==> config.mk <==
export PLATFORM = sky130hd
export DESIGN_NAME = section_range_translator_top
export DESIGN_NICKNAME = d
export VERILOG_FILES = /design/src/hdl/sxt_pkg.sv /design/src/hdl/sxt_front.sv /design/src/hdl/sxt_fifo.sv /design/src/hdl/sxt_back.sv /design/src/hdl/section_range_translator_top.sv
export SDC_FILE = /design/constraint.sdc
export NUM_CORES = 2
export LEC_CHECK = 0
export ABC_AREA = 1
export BUFFER_PORTS_ARGS = -buffer_cell sky130_fd_sc_hd__buf_2
export CAP_MARGIN = 20
export CORE_UTILIZATION = 40
export CTS_CLUSTER_DIAMETER = 30
export DETAILED_ROUTE_END_ITERATION = 8
export PLACE_DENSITY = 0.57
export SLEW_MARGIN = 5
export SYNTH_ARGS = -nofsm -noshare
export SYNTH_HDL_FRONTEND = slang
export SYNTH_SLANG_ARGS = --single-unit
==> constraint.sdc <==
create_clock -name clk -period 10.15 [get_ports clk]
set_input_delay 0.5075 -clock clk [delete_from_list [all_inputs] [get_ports clk]]
set_output_delay 0.5075 -clock clk [all_outputs]
set_load 0.005 [all_outputs]
==> src/hdl/sxt_pkg.sv <==
package sxt_pkg;

  // Field widths
  localparam int ACTION_W = 3;
  localparam int IDX_W    = 4;
  localparam int ADDR_W   = 32;
  localparam int VALUE_W  = 33;
  localparam int COUNT_W  = 5;

  // Entries that an entry_index can reach
  localparam int TABLE_CAP = 2 ** IDX_W;

  // Command queue depth and pointer width
  localparam int QDEPTH = 2;
  localparam int QPTR_W = $clog2(QDEPTH);

  // Register map
  localparam logic [1:0] CFG_COUNT_ADDR = 2'd0;

  // Action codes
  localparam logic [ACTION_W-1:0] ACT_WRITE = 3'd0;
  localparam logic [ACTION_W-1:0] ACT_V2F   = 3'd1;
  localparam logic [ACTION_W-1:0] ACT_V2REL = 3'd2;
  localparam logic [ACTION_W-1:0] ACT_F2V   = 3'd3;
  localparam logic [ACTION_W-1:0] ACT_V2IDX = 3'd4;

  typedef enum logic [1:0] {
    JOB_NONE,
    JOB_WRITE,
    JOB_LOOKUP
  } job_kind_t;

  // Input transaction
  typedef struct packed {
    logic [ACTION_W-1:0] action;
    logic [IDX_W-1:0]    entry_index;
    logic [ADDR_W-1:0]   virt_start;
    logic [ADDR_W-1:0]   virt_size;
    logic [ADDR_W-1:0]   raw_start;
    logic [ADDR_W-1:0]   raw_size;
    logic [ADDR_W-1:0]   query_addr;
  } cmd_t;

  // Result transaction
  typedef struct packed {
    logic               found;
    logic [IDX_W-1:0]   section_index;
    logic [VALUE_W-1:0] value;
  } res_t;

  // One section table entry
  typedef struct packed {
    logic [ADDR_W-1:0] vs;
    logic [ADDR_W-1:0] vsz;
    logic [ADDR_W-1:0] rs;
    logic [ADDR_W-1:0] rsz;
  } entry_t;

  // Classified job held in the queue
  typedef struct packed {
    job_kind_t           kind;
    logic [ACTION_W-1:0] action;
    logic                by_raw;
    logic [IDX_W-1:0]    entry_index;
    entry_t              entry;
    logic [ADDR_W-1:0]   addr;
  } job_t;

endpackage

==> src/hdl/sxt_front.sv <==
module sxt_front
  import sxt_pkg::*;
(
  input  logic start,
  input  cmd_t cmd,
  input  logic q_full,
  output logic busy,
  output logic push,
  output job_t job
);

  // Accept while the queue has room
  assign busy = q_full;
  assign push = start && !q_full;

  // Decode the action into a job for the back end
  always_comb begin
    job             = '0;
    job.action      = cmd.action;
    job.entry_index = cmd.entry_index;
    job.entry.vs    = cmd.virt_start;
    job.entry.vsz   = cmd.virt_size;
    job.entry.rs    = cmd.raw_start;
    job.entry.rsz   = cmd.raw_size;
    job.addr        = cmd.query_addr;
    job.by_raw      = (cmd.action == ACT_F2V);
    unique case (cmd.action)
      ACT_WRITE: begin
        job.kind = JOB_WRITE;
      end
      ACT_V2F, ACT_V2REL, ACT_F2V, ACT_V2IDX: begin
        job.kind = JOB_LOOKUP;
      end
      default: begin
        job.kind = JOB_NONE;
      end
    endcase
  end

endmodule

==> src/hdl/sxt_fifo.sv <==
module sxt_fifo
  import sxt_pkg::*;
(
  input  logic clk,
  input  logic rst,
  input  logic push,
  input  job_t din,
  input  logic pop,
  output job_t dout,
  output logic empty,
  output logic full
);

  job_t              slots [QDEPTH];
  logic [QPTR_W-1:0] wr_ptr;
  logic [QPTR_W-1:0] rd_ptr;
  logic [QPTR_W:0]   count;

  assign empty = (count == '0);
  assign full  = (count == (QPTR_W + 1)'(QDEPTH));
  assign dout  = slots[rd_ptr];

  // Pointers and fill level
  always_ff @(posedge clk) begin
    if (rst) begin
      wr_ptr <= '0;
      rd_ptr <= '0;
      count  <= '0;
    end else begin
      if (push) begin
        wr_ptr <= wr_ptr + 1'b1;
      end
      if (pop) begin
        rd_ptr <= rd_ptr + 1'b1;
      end
      priority if (push && !pop) begin
        count <= count + 1'b1;
      end else if (pop && !push) begin
        count <= count - 1'b1;
      end
    end
  end

  // Storage
  always_ff @(posedge clk) begin
    if (push) begin
      slots[wr_ptr] <= din;
    end
  end

endmodule

==> src/hdl/sxt_back.sv <==
module sxt_back
  import sxt_pkg::*;
#(
  parameter int MAX_SECTIONS = 16
) (
  input  logic               clk,
  input  logic               rst,
  input  logic [COUNT_W-1:0] section_count,
  input  job_t               q_job,
  input  logic               q_empty,
  output logic               pop,
  output logic               done,
  output res_t               result
);

  // Only entries reachable by entry_index are stored
  localparam int DEPTH = (MAX_SECTIONS < TABLE_CAP) ? MAX_SECTIONS : TABLE_CAP;
  localparam int AW    = (DEPTH > 1) ? $clog2(DEPTH) : 1;

  typedef enum logic [1:0] {
    ST_IDLE,
    ST_FETCH,
    ST_CHECK,
    ST_CALC
  } state_t;

  state_t             state;
  job_t               job;
  logic [COUNT_W-1:0] scan_idx;
  logic [COUNT_W-1:0] limit;
  logic               is_last;

  entry_t             mem [DEPTH];
  entry_t             rd_data;
  logic               rd_en;
  logic [AW-1:0]      rd_addr;
  logic               wr_en;
  logic [AW-1:0]      wr_addr;

  logic [ADDR_W-1:0]  lo;
  logic [ADDR_W-1:0]  sz;
  logic [ADDR_W:0]    hi;
  logic               hit;
  logic [ADDR_W-1:0]  diff;
  logic [ADDR_W-1:0]  other;
  logic [ADDR_W-1:0]  diff_q;
  logic [ADDR_W-1:0]  other_q;
  logic [VALUE_W-1:0] value_calc;

  // Active count saturates at the table depth
  assign limit   = (section_count > COUNT_W'(DEPTH)) ? COUNT_W'(DEPTH) : section_count;
  assign is_last = ((scan_idx + 1'b1) >= limit);

  assign pop = (state == ST_IDLE) && !q_empty;

  // Table port control
  assign wr_en   = pop && (q_job.kind == JOB_WRITE)
                   && ({1'b0, q_job.entry_index} < COUNT_W'(DEPTH));
  assign wr_addr = q_job.entry_index[AW-1:0];
  assign rd_en   = (state == ST_FETCH);
  assign rd_addr = scan_idx[AW-1:0];

  // Section table, registered read
  always_ff @(posedge clk) begin
    if (wr_en) begin
      mem[wr_addr] <= q_job.entry;
    end
    if (rd_en) begin
      rd_data <= mem[rd_addr];
    end
  end

  // Range check on the fetched entry, end computed one bit wider
  always_comb begin
    lo    = job.by_raw ? rd_data.rs  : rd_data.vs;
    sz    = job.by_raw ? rd_data.rsz : rd_data.vsz;
    other = job.by_raw ? rd_data.vs  : rd_data.rs;
    hi    = {1'b0, lo} + {1'b0, sz};
    hit   = (job.addr >= lo) && ({1'b0, job.addr} < hi);
    diff  = job.addr - lo;
  end

  // Translated value of the winning entry
  always_comb begin
    unique case (job.action)
      ACT_V2F, ACT_F2V: value_calc = {1'b0, diff_q} + {1'b0, other_q};
      ACT_V2REL:        value_calc = {1'b0, diff_q};
      ACT_V2IDX:        value_calc = VALUE_W'(scan_idx[IDX_W-1:0]);
      default:          value_calc = '0;
    endcase
  end

  // Sequencer: take a job, scan the table entry by entry through fetch and check
  always_ff @(posedge clk) begin
    if (rst) begin
      state <= ST_IDLE;
      done  <= 1'b0;
    end else begin
      done <= 1'b0;
      unique case (state)
        ST_IDLE: begin
          if (!q_empty) begin
            job <= q_job;
            if (q_job.kind == JOB_LOOKUP && limit != '0) begin
              scan_idx <= '0;
              state    <= ST_FETCH;
            end else begin
              done   <= 1'b1;
              result <= '0;
            end
          end
        end
        ST_FETCH: begin
          state <= ST_CHECK;
        end
        ST_CHECK: begin
          priority if (hit) begin
            diff_q  <= diff;
            other_q <= other;
            state   <= ST_CALC;
          end else if (is_last) begin
            done   <= 1'b1;
            result <= '0;
            state  <= ST_IDLE;
          end else begin
            scan_idx <= scan_idx + 1'b1;
            state    <= ST_FETCH;
          end
        end
        ST_CALC: begin
          done                 <= 1'b1;
          result.found         <= 1'b1;
          result.section_index <= scan_idx[IDX_W-1:0];
          result.value         <= value_calc;
          state                <= ST_IDLE;
        end
        default: begin
          state <= ST_IDLE;
        end
      endcase
    end
  end

  // A miss reports zero index and value
  a_miss_zero: assert property (@(posedge clk) disable iff (rst)
    done && !result.found |-> result.section_index == '0 && result.value == '0)
    else $error("miss result not zero");

  // Scan stays below the active count
  a_scan_range: assert property (@(posedge clk) disable iff (rst)
    state == ST_CHECK |-> scan_idx < limit)
    else $error("scan beyond active count");

  // A result is only shown on return to idle
  a_done_idle: assert property (@(posedge clk) disable iff (rst)
    done |-> state == ST_IDLE)
    else $error("result strobe outside idle");

  // Index mode reports the entry index as value
  a_index_value: assert property (@(posedge clk) disable iff (rst)
    done && result.found && job.action == ACT_V2IDX
      |-> result.value == VALUE_W'(result.section_index))
    else $error("index mode value mismatch");

endmodule

==> src/hdl/section_range_translator_top.sv <==
// Section range translator: a table of image sections with address lookups.
// Command channel: a transaction is taken at a rising edge with start high
// and busy low. Action write loads one table entry; the lookup actions
// translate query_addr (virtual to file, virtual to section-relative, file
// to virtual, virtual to section index). Unused actions answer a miss.
// Result channel: every command yields one result, shown for one cycle with
// done high, in command order. There is no back-pressure on results.
// Configuration: APB, one register section_count at offset 0; write only
// while the block is idle. pready is tied high.
// Queueing: commands go into a two-entry queue; the back end takes one per
// visit to idle. A write or unused action answers straight from idle. A
// lookup scans the table in order, each entry fetched through the registered
// table read port and then checked; a hit passes through a calc state before
// the answer, a miss answers after the last active entry. busy rises while
// the queue is full.
// Reset (rst, synchronous) empties the queue, idles the back end and clears
// section_count; table contents are undefined until written.
module section_range_translator_top
  import sxt_pkg::*;
#(
  parameter int MAX_SECTIONS = 16
) (
  input  logic        clk,
  input  logic        rst,
  input  logic        start,
  output logic        busy,
  input  cmd_t        cmd,
  output logic        done,
  output res_t        result,
  input  logic        psel,
  input  logic        penable,
  input  logic        pwrite,
  input  logic [1:0]  paddr,
  input  logic [31:0] pwdata,
  output logic [31:0] prdata,
  output logic        pready
);

  logic               push;
  logic               pop;
  job_t               front_job;
  job_t               q_job;
  logic               q_empty;
  logic               q_full;
  logic [COUNT_W-1:0] section_count;

  // Configuration register, single word at offset 0
  assign pready = 1'b1;
  assign prdata = {{(32 - COUNT_W){1'b0}}, section_count};

  always_ff @(posedge clk) begin
    if (rst) begin
      section_count <= '0;
    end else if (psel && penable && pwrite && pready && paddr == CFG_COUNT_ADDR) begin
      section_count <= pwdata[COUNT_W-1:0];
    end
  end

  sxt_front u_front (
    .start  (start),
    .cmd    (cmd),
    .q_full (q_full),
    .busy   (busy),
    .push   (push),
    .job    (front_job)
  );

  sxt_fifo u_fifo (
    .clk   (clk),
    .rst   (rst),
    .push  (push),
    .din   (front_job),
    .pop   (pop),
    .dout  (q_job),
    .empty (q_empty),
    .full  (q_full)
  );

  sxt_back #(
    .MAX_SECTIONS (MAX_SECTIONS)
  ) u_back (
    .clk           (clk),
    .rst           (rst),
    .section_count (section_count),
    .q_job         (q_job),
    .q_empty       (q_empty),
    .pop           (pop),
    .done          (done),
    .result        (result)
  );

endmodule

==> metrics.cfg <==
[logic_synthesis]
synth.avg_cell_area_um2=13.4
yosys.area_share.xor_xnor_pct=0.463
yosysWarnings=0
synth_async_sr_flop_share_pct=0
syn_inst=8046
synthFlopType=edfxtp_1
synth_edf_count=2659
synth-seq-cells=2672
synth-compound-area-share_pct=11.8
synth-simple-area-share_pct=7.01
synthAdderAreaFrac_pct=1.62
ys_types=58
syn_area_um2=108000
yosysSeqAreaShare_pct=74.3
synth_top_family_by_area=compound AO/OA/AOI/OAI gates
synth_mux_area_share_pct=2.06

[setup_path]
cp.arrival_ps=6770
crit_family=simple AND/OR/NAND/NOR gates
crit_path_end=u_back.result[9]
cp-startpoint=u_back.job[164]
timing.rr.start=u_back.job[164]
critical_path_class=flop to flop
worstSetupEndpointType=flop
r2r_end=u_back.result[9]
cp_num_buf_inv=2
rr_worst_depth=26
startpoint_type=flop
worstPathRequired_ps=10680
crit_fanout=161
crit_path_top_delay_cell=nor2_4
slowest_delay_ps=780
rrSetupSlack_ps=3910
cp_num_cells=26
cpMostUsedCell=nand2_1

[grt]
overflow=0
antenna_found_initial=19
grt.total_usage_pct=22.6
grt_max_degree=200
grt_first_pass_wirelength_um=453000
grt_pass1_vias=67300

[floorplanning]
ioPinCount=280
die_area_um2=272000
rows=190
start_util_pct=40.3
chipHeight_um=521
core_um2=268000
die_w_um=521

[power_and_ir_drop]
swShare_pct=24.9
clkPwrFrac_pct=48.4
power_frac_seq_pct=40.8
finalPower_mw=33.9
ir_worst_vdd_uv=178
intPower_mw=25.5
combPwrFrac_pct=10.8
p_sw_mw=8.43
powerDensity_nw_per_um2=258
leakagePower_nw=44.7

[hold_path]
hold_path_class=input port to flop
min_path_cells=4

[timing]
finalSetupViolCount=0
hold_viol=0
final.min_clock_period_ps=6240
max_freq_mhz=160
period_share_pct=61.5
finalMaxSlewViolations=0
worst_slack_ps=3910
tightest_slew_ps=1250
max_slew_margin_pct=16.8
rsz0062_at_grt=false
worst_clock_skew_ps=78.1

[routing]
dr.first_iter.drc_count=7012
num_vias=69300
drt-total-wl_um=315000
drc=0
drtPass1Iterations=6
vias_per_cell=5.52
wl_per_cell_um=25.1
detail-route-antenna-nets=0

[placement]
hpwl_um=169000
postPlaceCellArea_um2=113000
dp.cells=11500
gp_congestion=0.893
dp_slack_ps=4090
portBuffers=224

[clock_network]
cts_buffer_depth=4
clock-sinks=2672
cts_tree=built
cts.reportedPaths.clkPinSlew_ps=50
cts_made_buffers=489
post_cts_buffers=0
h-tree-depth=5
clk_latency_ps=930
clockRootBuffer=clkbuf_16

[finish]
nets=8916
final_cells=12600
drive_gt1_share_pct=15.6
nFillCells=22700
final_area_um2=131000
seqCellArea_um2=80100
fin_util_pct=49.1
area_delta_synth_final_pct=21.9
multi_input_area_um2=25000

[run]
maxCapViolCount=0

[run_status]
status=completed

[metal layers]
metal | vias to the layer above | GRT usage (%) | wire [um]
li1 | 31200 | - | -
met1 | 34900 | 31.2 | 136000
met2 | 2693 | 36.4 | 147000
met3 | 503 | 3.68 | 21700
met4 | 14 | 7.61 | 9960
met5 | - | 0 | 84
[tightest hold or removal path, cell delays in order]
cell and delay (ps):
buf_2 90, and3_1 190, nand2_1 70, a21oi_1 60
[per-stage QoR]
step / TNS [ps] / hold WS [ps]
after global routing: 0 / 67.3
final: 0 / 66.4
after global placement: 0 / 492
after floorplan: -472290 / 479
after CTS: 0 / 5.15
after detailed placement: 0 / 489
[timing repair]
| action | 4_1_cts | 5_1_grt |
|---|---|---|
| gates resized for setup | 0 | 0 |
| endpoints found under the hold margin | 347 | 0 |
| hold buffers | 175 | 0 |
[how the worst min path moves through the flow]
stage                           from                to  slack, ps
finish                       penable  section_count[2]         70
CTS                          penable  section_count[2]          5
global route                 penable  section_count[2]         70
floorplan           section_count[2]  section_count[2]        480
detailed placement  section_count[2]  section_count[2]        490
global placement    section_count[2]  section_count[2]        490
[state kept, by name, summed over array words and instances, names as in the netlist, named ones only]
signal and flops:
section_count 5, u_fifo.rd_ptr 1, u_back.rd_data 128, u_fifo.slots 340
u_back.diff_q 32, u_back.scan_idx 5, u_back.state 2, u_back.other_q 32
u_back.job 36, u_back.mem 2048, u_back.result 38, u_fifo.wr_ptr 1
u_fifo.count 2, u_back.done 1
[synthesized netlist by cell type, drive strengths merged, types with 3 or more instances]
cell,n,share of area [%]
edfxtp,2659,74
buf,157,0.82
mux2,195,2.0
nand2,462,1.6
and2,3,0.017
fa,3,0.056
a221oi,3,0.024
o21ai,1354,6.3
or2,9,0.052
a211oi,3,0.021
a31oi,8,0.046
a21boi,9,0.066
ha,134,1.6
a21o,15,0.10
nor2,1357,4.7
nand3,54,0.26
a21oi,243,1.1
o21a,6,0.049
clkbuf,343,1.2
o21bai,24,0.18
a22oi,38,0.26
nor3b,3,0.021
nor4,9,0.064
o22ai,604,3.5
nand4,9,0.058
xnor2,21,0.17
inv,216,0.75
mux2i,3,0.028
nand3b,7,0.049
clkinv,4,0.015
xor2,36,0.29
o211ai,8,0.065
dfxtp,13,0.24
nor3,30,0.14
[cells in the final DEF (no fill, tap or decap), types with 10 or more instances in the layout]
master         instances
o22ai_1              604
clkinv_16             10
edfxtp_1            2659
clkinvlp_4            61
bufinv_16             74
buf_2                224
clkinv_2              80
inv_2                 16
a22oi_1               38
clkinv_4              38
o21ai_1              373
nor2_1              1342
o21ai_0              979
o21bai_1              21
a21o_1                15
dfxtp_1               12
conb_1                28
a21oi_1              240
mux2_2               195
xor2_1                36
buf_12                32
xnor2_1               21
ha_1                 134
clkbuf_1              48
nor3_2                10
buf_4                 77
nor2_4                13
clkbuf_16            494
nand3_1               53
inv_6                 43
nand2_1              460
dlygate4sd3_1        175
clkinv_1              71
inv_1                196
nor3_1                20
[layout make-up]
cell class | instances | area share [%]
well taps | 3552 | 3.38
diodes | 7 | 0.0133
inverters | 220 | 0.663
repair buffers | 509 | 3.12
flip-flops and latches | 2672 | 60.9
clock buffers | 543 | 9.55
clock inverters | 376 | 3.35
multi-input cells | 4680 | 19.0
[kinds of logic (layout without fill, tap and decap cells)]
| group | count (synthesis) | in the layout |
|---|---|---|
| DFF | 2672 | 2672 |
| AOI/OAI and AO/OA | 2315 | 2315 |
| and+or+nand+nor | 1944 | 1944 |
| buffers and inverters | 720 | 1648 |
| muxes | 198 | 198 |
| adders and majority gates | 138 | 138 |
| xor gates and xnor gates | 57 | 57 |
| other | 2 | 35 |
[power by group through the flow]
stage	Clock [mW]	Sequential, mW	Combinational, mW
2_1_floorplan	0	14.0	2.24
3_3_place_gp	0	14.0	3.54
4_1_cts	16.6	13.8	3.67
5_1_grt	17.1	13.9	4.00
3_5_place_dp	0	14.0	3.59
6_report	16.4	13.8	3.66
(Power assumes the default switching activity.)
